File: src/rtl/ictf_pkg.sv
// ============================================================================
// ictf_pkg - shared types and constants for the complementary tilt filter
// Holds the angle format constants, the CORDIC arctangent table, the lane
// control struct and the configuration register indexes.
// ============================================================================
package ictf_pkg;

    localparam int ANGLE_FRAC_BITS = 16;
    localparam int CORDIC_STEPS    = 16;
    localparam int TABLE_LEN       = 24;
    localparam int RUN_STEPS       = (CORDIC_STEPS > TABLE_LEN) ? TABLE_LEN : CORDIC_STEPS;
    localparam int STEP_W          = $clog2(TABLE_LEN + 1);

    // Register indexes
    localparam logic [2:0] REG_ACC_X_OFS  = 3'd0;
    localparam logic [2:0] REG_ACC_Y_OFS  = 3'd1;
    localparam logic [2:0] REG_ACC_Z_OFS  = 3'd2;
    localparam logic [2:0] REG_GYRO_X_OFS = 3'd3;
    localparam logic [2:0] REG_GYRO_Y_OFS = 3'd4;
    localparam logic [2:0] REG_GYRO_Z_OFS = 3'd5;
    localparam logic [2:0] REG_BLEND      = 3'd6;

    // Square root works on a 64-bit radicand: 32 result bits, one per cycle
    localparam int SQRT_STEPS = 32;
    localparam int SQRT_CNT_W = 6;

    // Lane control from the sequencer
    typedef struct packed {
        logic start;     // load operands, begin the square root
        logic cordic;    // run one CORDIC step this cycle
    } lane_ctrl_t;

    // Lane status back to the sequencer
    typedef struct packed {
        logic sqrt_done;
        logic busy;
    } lane_stat_t;

    // atan(2^-i) in degrees, units of 1e-10 degree
    function automatic logic [63:0] atan_raw(input int idx);
        logic [63:0] raw;
        begin
            case (idx)
                0:       raw = 64'd450000000000;
                1:       raw = 64'd265650511771;
                2:       raw = 64'd140362434679;
                3:       raw = 64'd71250163489;
                4:       raw = 64'd35763343750;
                5:       raw = 64'd17899106082;
                6:       raw = 64'd8951737102;
                7:       raw = 64'd4476141709;
                8:       raw = 64'd2238105004;
                9:       raw = 64'd1119056771;
                10:      raw = 64'd559528919;
                11:      raw = 64'd279764526;
                12:      raw = 64'd139882271;
                13:      raw = 64'd69941137;
                14:      raw = 64'd34970569;
                15:      raw = 64'd17485284;
                16:      raw = 64'd8742642;
                17:      raw = 64'd4371321;
                18:      raw = 64'd2185661;
                19:      raw = 64'd1092830;
                20:      raw = 64'd546415;
                21:      raw = 64'd273208;
                22:      raw = 64'd136604;
                23:      raw = 64'd68302;
                default: raw = 64'd0;
            endcase
            atan_raw = raw;
        end
    endfunction

    typedef logic [TABLE_LEN-1:0][31:0] atan_tab_t;

    // Round every entry to ANGLE_FRAC_BITS fraction bits, once, at elaboration
    function automatic atan_tab_t build_atan_tab();
        atan_tab_t tab;
        logic [127:0] t;
        begin
            for (int i = 0; i < TABLE_LEN; i++)
            begin
                t      = ({64'd0, atan_raw(i)} << ANGLE_FRAC_BITS) + 128'd5000000000;
                tab[i] = 32'(t / 128'd10000000000);
            end
            build_atan_tab = tab;
        end
    endfunction

    localparam atan_tab_t ATAN_TAB = build_atan_tab();

    // atan(2^-i) in degrees with ANGLE_FRAC_BITS fraction bits, rounded
    function automatic logic [63:0] atan_entry(input logic [STEP_W-1:0] idx);
        begin
            atan_entry = (int'(idx) < TABLE_LEN) ? 64'(ATAN_TAB[idx]) : 64'd0;
        end
    endfunction

endpackage

File: src/rtl/ictf_lane.sv
// ============================================================================
// ictf_lane - one tilt lane: bit-serial square root and CORDIC vectoring
// Finds atan2(a, sqrt(b^2 + c^2)) in degrees for one axis, one root bit and
// then one CORDIC step per cycle.
// ============================================================================
module ictf_lane
    import ictf_pkg::*;
(
    input  logic              clk,
    input  logic              rst_n,
    input  lane_ctrl_t        ctrl,
    input  logic [STEP_W-1:0] step,
    input  logic signed [16:0] axis_a,
    input  logic signed [16:0] axis_b,
    input  logic signed [16:0] axis_c,
    output lane_stat_t        stat,
    output logic signed [47:0] tilt
);

    logic [63:0]        rem_reg, rem_next;
    logic [63:0]        root_reg, root_next;
    logic [63:0]        bit_reg, bit_next;
    logic [SQRT_CNT_W-1:0] cnt_reg, cnt_next;
    logic               sqrt_busy_reg, sqrt_busy_next;
    logic               sqrt_done_reg, sqrt_done_next;
    logic signed [47:0] x_reg, x_next;
    logic signed [47:0] y_reg, y_next;
    logic signed [47:0] z_reg, z_next;
    logic               zero_reg, zero_next;

    logic [33:0]        sq_b, sq_c;
    logic [63:0]        trial;
    logic signed [47:0] xs, ys, ent;

    always_comb
    begin
        sq_b  = 34'($signed(axis_b) * $signed(axis_b));
        sq_c  = 34'($signed(axis_c) * $signed(axis_c));
        trial = root_reg + bit_reg;
        xs    = x_reg >>> step;
        ys    = y_reg >>> step;
        ent   = 48'(atan_entry(step));
    end

    // Load on start, advance the root one bit a cycle, then the CORDIC one step a cycle when asked
    always_comb
    begin
        rem_next       = rem_reg;
        root_next      = root_reg;
        bit_next       = bit_reg;
        cnt_next       = cnt_reg;
        sqrt_busy_next = sqrt_busy_reg;
        sqrt_done_next = 1'b0;
        x_next         = x_reg;
        y_next         = y_reg;
        z_next         = z_reg;
        zero_next      = zero_reg;
        if (ctrl.start)
        begin
            rem_next       = (64'(sq_b) + 64'(sq_c)) << 28;
            root_next      = '0;
            bit_next       = 64'd1 << 62;
            cnt_next       = '0;
            sqrt_busy_next = 1'b1;
            y_next         = 48'(axis_a) <<< 14;
            z_next         = '0;
            zero_next      = (axis_a == '0) && (axis_b == '0) && (axis_c == '0);
        end
        else if (sqrt_busy_reg)
        begin
            if (rem_reg >= trial)
            begin
                rem_next  = rem_reg - trial;
                root_next = (root_reg >> 1) + bit_reg;
            end
            else
            begin
                root_next = root_reg >> 1;
            end
            bit_next = bit_reg >> 2;
            cnt_next = cnt_reg + 1'b1;
            if (cnt_reg == SQRT_CNT_W'(SQRT_STEPS - 1))
            begin
                sqrt_busy_next = 1'b0;
                sqrt_done_next = 1'b1;
                x_next         = 48'(root_next);
            end
        end
        else if (ctrl.cordic)
        begin
            if (y_reg >= 0)
            begin
                x_next = x_reg + ys;
                y_next = y_reg - xs;
                z_next = z_reg + ent;
            end
            else
            begin
                x_next = x_reg - ys;
                y_next = y_reg + xs;
                z_next = z_reg - ent;
            end
        end
    end

    always_ff @(posedge clk or negedge rst_n)
    begin
        if (!rst_n)
        begin
            sqrt_busy_reg <= 1'b0;
            sqrt_done_reg <= 1'b0;
            cnt_reg       <= '0;
        end
        else
        begin
            sqrt_busy_reg <= sqrt_busy_next;
            sqrt_done_reg <= sqrt_done_next;
            cnt_reg       <= cnt_next;
        end
    end

    always_ff @(posedge clk)
    begin
        rem_reg  <= rem_next;
        root_reg <= root_next;
        bit_reg  <= bit_next;
        x_reg    <= x_next;
        y_reg    <= y_next;
        z_reg    <= z_next;
        zero_reg <= zero_next;
    end

    assign stat.sqrt_done = sqrt_done_reg;
    assign stat.busy      = sqrt_busy_reg;
    assign tilt           = zero_reg ? '0 : z_reg;

endmodule

File: config.mk
export PLATFORM = sky130hd
export DESIGN_NAME = ictf_lane
export DESIGN_NICKNAME = d
export VERILOG_FILES = /design/src/rtl/ictf_pkg.sv /design/src/rtl/ictf_lane.sv
export SDC_FILE = /design/constraint.sdc
export NUM_CORES = 2
export LEC_CHECK = 0
export BUFFER_PORTS_ARGS = -buffer_cell sky130_fd_sc_hd__buf_2
export CORE_ASPECT_RATIO = 0.5
export CORE_UTILIZATION = 30
export CTS_CLUSTER_SIZE = 25
export DETAILED_ROUTE_END_ITERATION = 16
export MAX_ROUTING_LAYER = met4
export PLACE_DENSITY = 0.47
export SLEW_MARGIN = 20
export SYNTH_ARGS = -nofsm -noshare
export SYNTH_HDL_FRONTEND = slang
export SYNTH_SLANG_ARGS = --single-unit
File: constraint.sdc
create_clock -name clk -period 7 [get_ports clk]
set_clock_uncertainty 0.05 [all_clocks]
set_input_delay 1.4 -clock clk [delete_from_list [all_inputs] [get_ports clk]]
set_output_delay 1.4 -clock clk [all_outputs]
set_load 0.005 [all_outputs]
# Word level (Yosys, flattened, before mapping)
# Memories as Yosys holds them, arrays and structs flattened.
# Index checks and enable logic that the tools add are counted.
op_classes:
  n_eq_ne: 3
  n_mul: 2
  addsub: 11
  n_bitwise: 2
  mux: 24
  reduce_logical: 14
  shift: 2
  order_cmp: 4
ops:
  columns: ["operator", "count"]
  rows:
  - ["$mux 48", 10]
  - ["$mux 64", 4]
  - ["$add 48x48->48", 2]
  - ["$sshr 48x5->48", 2]
  - ["$sub 48x48->48", 2]
  - ["$mul 17x17->34", 2]
  - ["$add 63x63->64", 1]
  - ["$add 64x63->64", 1]
  - ["$ge 64x64->1", 1]
  - ["$mux 32", 2]
  - ["$sub 64x64->64", 1]
  - ["$logic_not 17->1", 3]
  - ["$add 48x33->48", 1]
  - ["$ge 48x1->1 const B", 1]
  - ["$sub 48x33->48", 1]
  - ["$add 34x34->35", 1]
  - ["$mux 6", 2]
  - ["$reduce_and 2->1", 4]
  - ["$reduce_bool 2->1", 4]
  - ["$add 6x1->6 const B", 1]
  - ["$eq 6x5->1 const B", 1]
  - ["$lt 5x6->1 const B", 1]
  - ["$mux 1", 6]
  - ["$lt 5x5->1 const B", 1]
  - ["other kinds (5)", 7]
totals:
  input_bits: 60
  memories: 1
  ff_bits: 313
  word_cells: 75
  rom_bits: 1024
  out_inout_bits: 50
mem_list:
  columns: ["memory", "depth", "word_bits", "rd", "rd_clocked_by_memory_dff", "wr", "line_no", "rtl"]
  rows:
  - ["(no name shown)", 32, 32, 1, 0, 0, "ictf_pkg.sv:95", "atan_entry = (int'(idx) < TABLE_LEN) ? 64'(ATAN_TAB[idx]) : 64'd0;"]

# Longest topological paths before layout
logic_depth:
  ltp_word: 6
  ltp_mapped: 36
  ltp_nobuf: 35

# Worst setup path after synthesis
# OpenSTA, ideal clock, no wires.
synth_path:
  path_type: "input to register"
  from: "input axis_c[2]"
  to: "register rem_reg[61] (data pin)"
  setup_ns: 0.256
  path_stages: 34
  slack_ns: -2.191
  n_path_buf: 2
  arrival_ns: 8.885
  required_ns: 6.694
  path_cell_list: "clkbuf_1 > clkbuf_1 > nand2_1 > inv_1 > fa_1 > inv_1 > fa_1 > fa_1 > inv_1 > fa_1 > fa_1 > inv_1 > fa_1 > inv_1 > ha_1 > and3_1 > a221o_1 > a31o_2 > a21oi_1 > o41ai_1 > a21oi_1 > o21bai_1 > a21oi_1 > xnor2_1 > ha_1 > and3_1 > and3_1 > nand3_1 > nand3b_1 > a31o_2 > a21oi_1 > a31oi_1 > xnor2_1 > a22o_1"
synth_between:
  elab_chain_cells: 3
synth_rtl:
  columns: ["element", "line_no", "rtl"]
  rows:
  - ["start, declared", "ictf_lane.sv:15", "input logic signed [16:0] axis_c,"]
  - ["$mul 17x17->34", "ictf_lane.sv:38", "sq_c = 34'($signed(axis_c) * $signed(axis_c));"]
  - ["$add 34x34->35", "ictf_lane.sv:60", "rem_next = (64'(sq_b) + 64'(sq_c)) << 28;"]
  - ["$mux 64", "ictf_lane.sv:58", "if (ctrl.start)"]
  - ["net rem_next[61]", "ictf_lane.sv:20", "logic [63:0] rem_reg, rem_next;"]
  - ["end signal, assigned", "ictf_lane.sv:124", "rem_reg <= rem_next;"]
  - ["end, declared", "ictf_lane.sv:20", null]
# The timed path passes the listed nets, and every way through them passes these cells.
# A chain may end at the register's enable or synchronous reset.

# Worst setup path after layout
layout_path:
  from: "input axis_c[5]"
  to: "register rem_reg[61] (data pin)"
# Same word-level chain as after synthesis.

==> results list <==
- After global routing the overflow that remains totals 0.
* Via count of the first global-routing pass: 56100
- The routed design could run at a clock period as short as 8.33 ns.
* First-pass GRT wire length: 322000 um
* TritonCTS buffer count: 42
- Dividing the detail-routed wire length by the instance count gives 18.8 um.
* Fraction of the yosys area taken by sequential cells: 0.128
* Required time worst endpoint: 7.32 ns
- Number of cells produced by synthesis: 6971
- The floorplan step defined a die boundary enclosing 197000 um2.
- Synth-to-Final Area Change: 31.1%
- Max-slew headroom at the worst pin: 0.278
- Failing checks: negative setup slack
- In this design, the largest share of critical-path delay is due to adder cells.
* Number of antenna-violating nets in the routed design: 0
- For the pin with the worst max-slew slack, the measured transition is 1.08 ns.
- The synthesized netlist occupies a cell area of 58400 um2.
- In the synthesized netlist the async set-or-reset flop fraction comes to 0.0256.
* Status: finished, violations left
- Area of all placed cells without fillers: 76600 um2
* Number of ports placed on the die boundary: 110
- Clock-pin slew was measured on the worst setup and hold paths at 0.06 ns.
* Synthesized area divided by synthesized cell count: 8.38 um2
* Setup crit end kind: flop
* Port Buf Inserts: 109
- Of the cells placed in the final design, the portion with a size suffix greater than 1 is 0.273.
- Once layout is complete, the utilization of the core stands at 0.396.
- Detailed placement finished with a half-perimeter wire length of 171000 um.
- In the synthesized netlist the dominant register cell turns out to be dfxtp_1.
* Cell repeated most along the worst path: fa_1
- The die is 626 um wide.
- The initial utilization of the core area, before any placement, comes to 0.302.
- Hold buffers post-CTS: 0
- The number of nets in the synthesized netlist is 8070.
- Highest metal layer used by the detailed router: met4
- Number of flops mapped to enable cells by yosys: 119
- The final layout contains 9465 nets.
* Number of setup violations in the final report: 20
- In the post-route analysis, the smallest setup slack over all paths is -1.33 ns.
- Yosys printed 0 warnings.
- Using the TritonRoute via totals, the vias-per-cell ratio works out to 5.01.
- The detailed router placed 55200 vias in this run.
* Start-to-end type of the worst setup path: in2reg
- Number of cells in the finished layout apart from fillers: 11000
- TNS Setup: -19.22 ns
- Crit path buffers/inverters: 8
* Crit path arrival time: 8.64 ns
* H-tree levels: 2
- Detailed routing placed a total of 98100 um of wire on met2.
- In this run the worst hold path is classified as reg2reg.
- Clock latency reported for the late side of the worst-skew pair: 0.65 ns
- Setup repair after global routing could not meet its margin everywhere.
- Critical path fanouts, max: 4
- Final WL: 208000 um
* # rows: 114
- Number of filler cells placed in the layout: 20100
* Clock tree from TritonCTS: yes
- Crit-path slowest cell: fa_1
- Number of hold violations in the final report: 0
* Post-placement cell count: 10900
- Leading cell types by total area after synthesis: fa_1 19%, ha_1 11%, dfxtp_1 6.4%, edfxtp_1 6.1%, inv_1 5.1%
* Number of antenna violations at the first check in global routing: 10
* Core Footprint: 193000 um2
* Period Utilization, post-route: 1.19
- Derived from the worst setup path, the maximum achievable clock frequency is 0.120 GHz.
* TritonRoute pass-1 iters: 7
- Delay of the slowest cell on the worst path: 0.55 ns
- Once placement finished, the instance area stood at 73000 um2.
* Post-synthesis sequential element count: 313
- Routability Congestion: 0.940
- Maximum number of buffers from clock root to sink: 3
- The root buffer cell chosen for the clock tree is clkbuf_16.
- The biggest area contributor in the post-synthesis netlist is fa_1.
- Max Cap Viol: 0
* Clock sink count: 313
* Metal3 WL: 8580 um
* Pin count of the biggest net entering global routing: 155
- In this run the vertical extent of the chip is 314 um.
- STA classifies the critical path startpoint as a primary input.
- Routed length on met1: 95600 um
* Residual DRC: 0
* Area share of the largest cell type after synthesis: 0.187
* Max-slew violation count: 0
* Combined global-route utilization of all metal layers: 0.215
- The netlist uses 103 different library cells.
- The detailed router finished its first iteration with 3475 violations.
logic make-up after synthesis:
| kind of cell | share of synthesized area |
|---|---|
| XOR/XNOR | 0.0772 |
| multiplexers | 0.0813 |
| AO/OA/AOI/OAI | 0.186 |
| AND/OR/NAND/NOR | 0.159 |
| buffers and inverters | 0.0763 |
| adder cells (fa/ha/maj) | 0.293 |
| flip-flops | 0.128 |
stage by stage:
| step | setup slack [ns] | hold WS [ns] |
|---|---|---|
| floorplan | -1.70 | 0.386 |
| detailed placement | -2.24 | 0.399 |
| finish | -1.33 | 0.408 |
| global route | -1.62 | 0.428 |
| CTS | -1.33 | 0.408 |
| global placement | -2.23 | 0.395 |
final timing paths:
| kind | startpoint | end | slack [ns] | cells past startpoint |
|---|---|---|---|---|
| min | rem_reg[16] | rem_reg[16] | 0.41 | 2 |
| max | axis_c[5] | rem_reg[61] | -1.33 | 35 |
| max in group asynchronous | rst_n | sqrt_busy_reg | 6.15 | 1 |
| min reg2reg | rem_reg[16] | rem_reg[16] | 0.41 | 2 |
| min in group asynchronous | rst_n | cnt_reg[0] | 0.55 | 1 |
| max reg2reg | root_reg[12] | x_reg[37] | 0.47 | 25 |
placed cells by master (no fill, tap or decap), types with 36 or more instances in the layout:
cell	n
mux4_2	124
nor4_1	37
xor2_1	226
nor2b_1	124
nand2_1	710
buf_12	39
nand4_1	83
o21a_1	56
a211oi_1	71
and2_1	115
inv_1	777
buf_4	1512
o21bai_1	75
o211ai_1	53
nand3_1	86
o22ai_1	36
clkbuf_16	44
a21oi_1	437
a31oi_1	87
nor2_1	430
and3_1	41
nor3_1	84
ha_1	457
buf_6	38
nand2b_1	70
edfxtp_1	119
buf_2	84
xnor2_1	273
o21ai_0	298
a21o_1	183
mux2_2	52
mux2i_1	135
dfxtp_1	186
fa_1	531
cells in the mapped netlist, types with 28 or more instances:
library cell and count:
mux4_2 124, o21a_1 56, dfxtp_1 186, nand2_1 723, clkbuf_1 242, a21oi_1 476
nor2_1 446, inv_1 799, nand3_1 89, o21ai_0 330, buf_1 32, nor3_1 97
xnor2_1 286, mux2_2 52, fa_1 546, o22ai_1 40, nor4_1 42, or3_1 28
xor2_1 229, edfxtp_1 119, nand4_1 83, ha_1 493, nor2b_1 126, and3_1 44
o31ai_1 38, mux2i_1 137, a31o_2 28, a211oi_1 76, o21bai_1 77, a31oi_1 95
buf_2 35, o211ai_1 53, and2_1 124, a21o_1 183, nand2b_1 72
per-layer routing:
layer	GRT usage	up-vias
li1	-	27000
met1	0.283	26900
met2	0.357	1039
met3	0.0219	239
met4	0.0505	0
met5	-	-
worst reg2reg max path: stages (launching register included):
cell and delay, ns:
dfxtp_1 0.37, ha_1 0.38, nand4_1 0.18, nor4_1 0.34, nor4b_1 0.11, buf_4 0.17, a2111o_1 0.47, a21oi_1 0.28
o21bai_1 0.20, o21ai_1 0.24, a31oi_1 0.15, nor2_1 0.12, nor2_1 0.06, xor2_1 0.15, ha_1 0.38, a21o_1 0.21
a21o_1 0.18, a21o_1 0.18, a21oi_1 0.17, o21ai_0 0.18, o22ai_1 0.52, a21o_1 0.22, buf_4 0.26, or3_1 0.15
nand3_1 0.28, a21boi_0 0.26
what timing repair did:
| action | CTS | global route |
|---|---|---|
| resized for setup | 167 | 218 |
| endpoints found under the setup margin | 37 | 177 |
| buffers inserted | 23 | 34 |
| endpoints found under the hold margin | 0 | 0 |
| pin swaps | 84 | 79 |
cell type report:
type / count / area (um2) / area share
multi-input cells: 5522 / 48300 / 0.630
repair buffers: 1683 / 13100 / 0.171
flip-flops and latches: 313 / 7500 / 0.0979
well taps: 2610 / 3270 / 0.0426
inverters: 804 / 3030 / 0.0396
clock buffers: 60 / 1240 / 0.0162
clock inverters: 18 / 160 / 0.00209
diodes: 8 / 20.0 / 0.000261
Power is left out: the tool's default activity adds up to more than one toggle a clock period on the data nets, which glitch-free logic cannot reach.
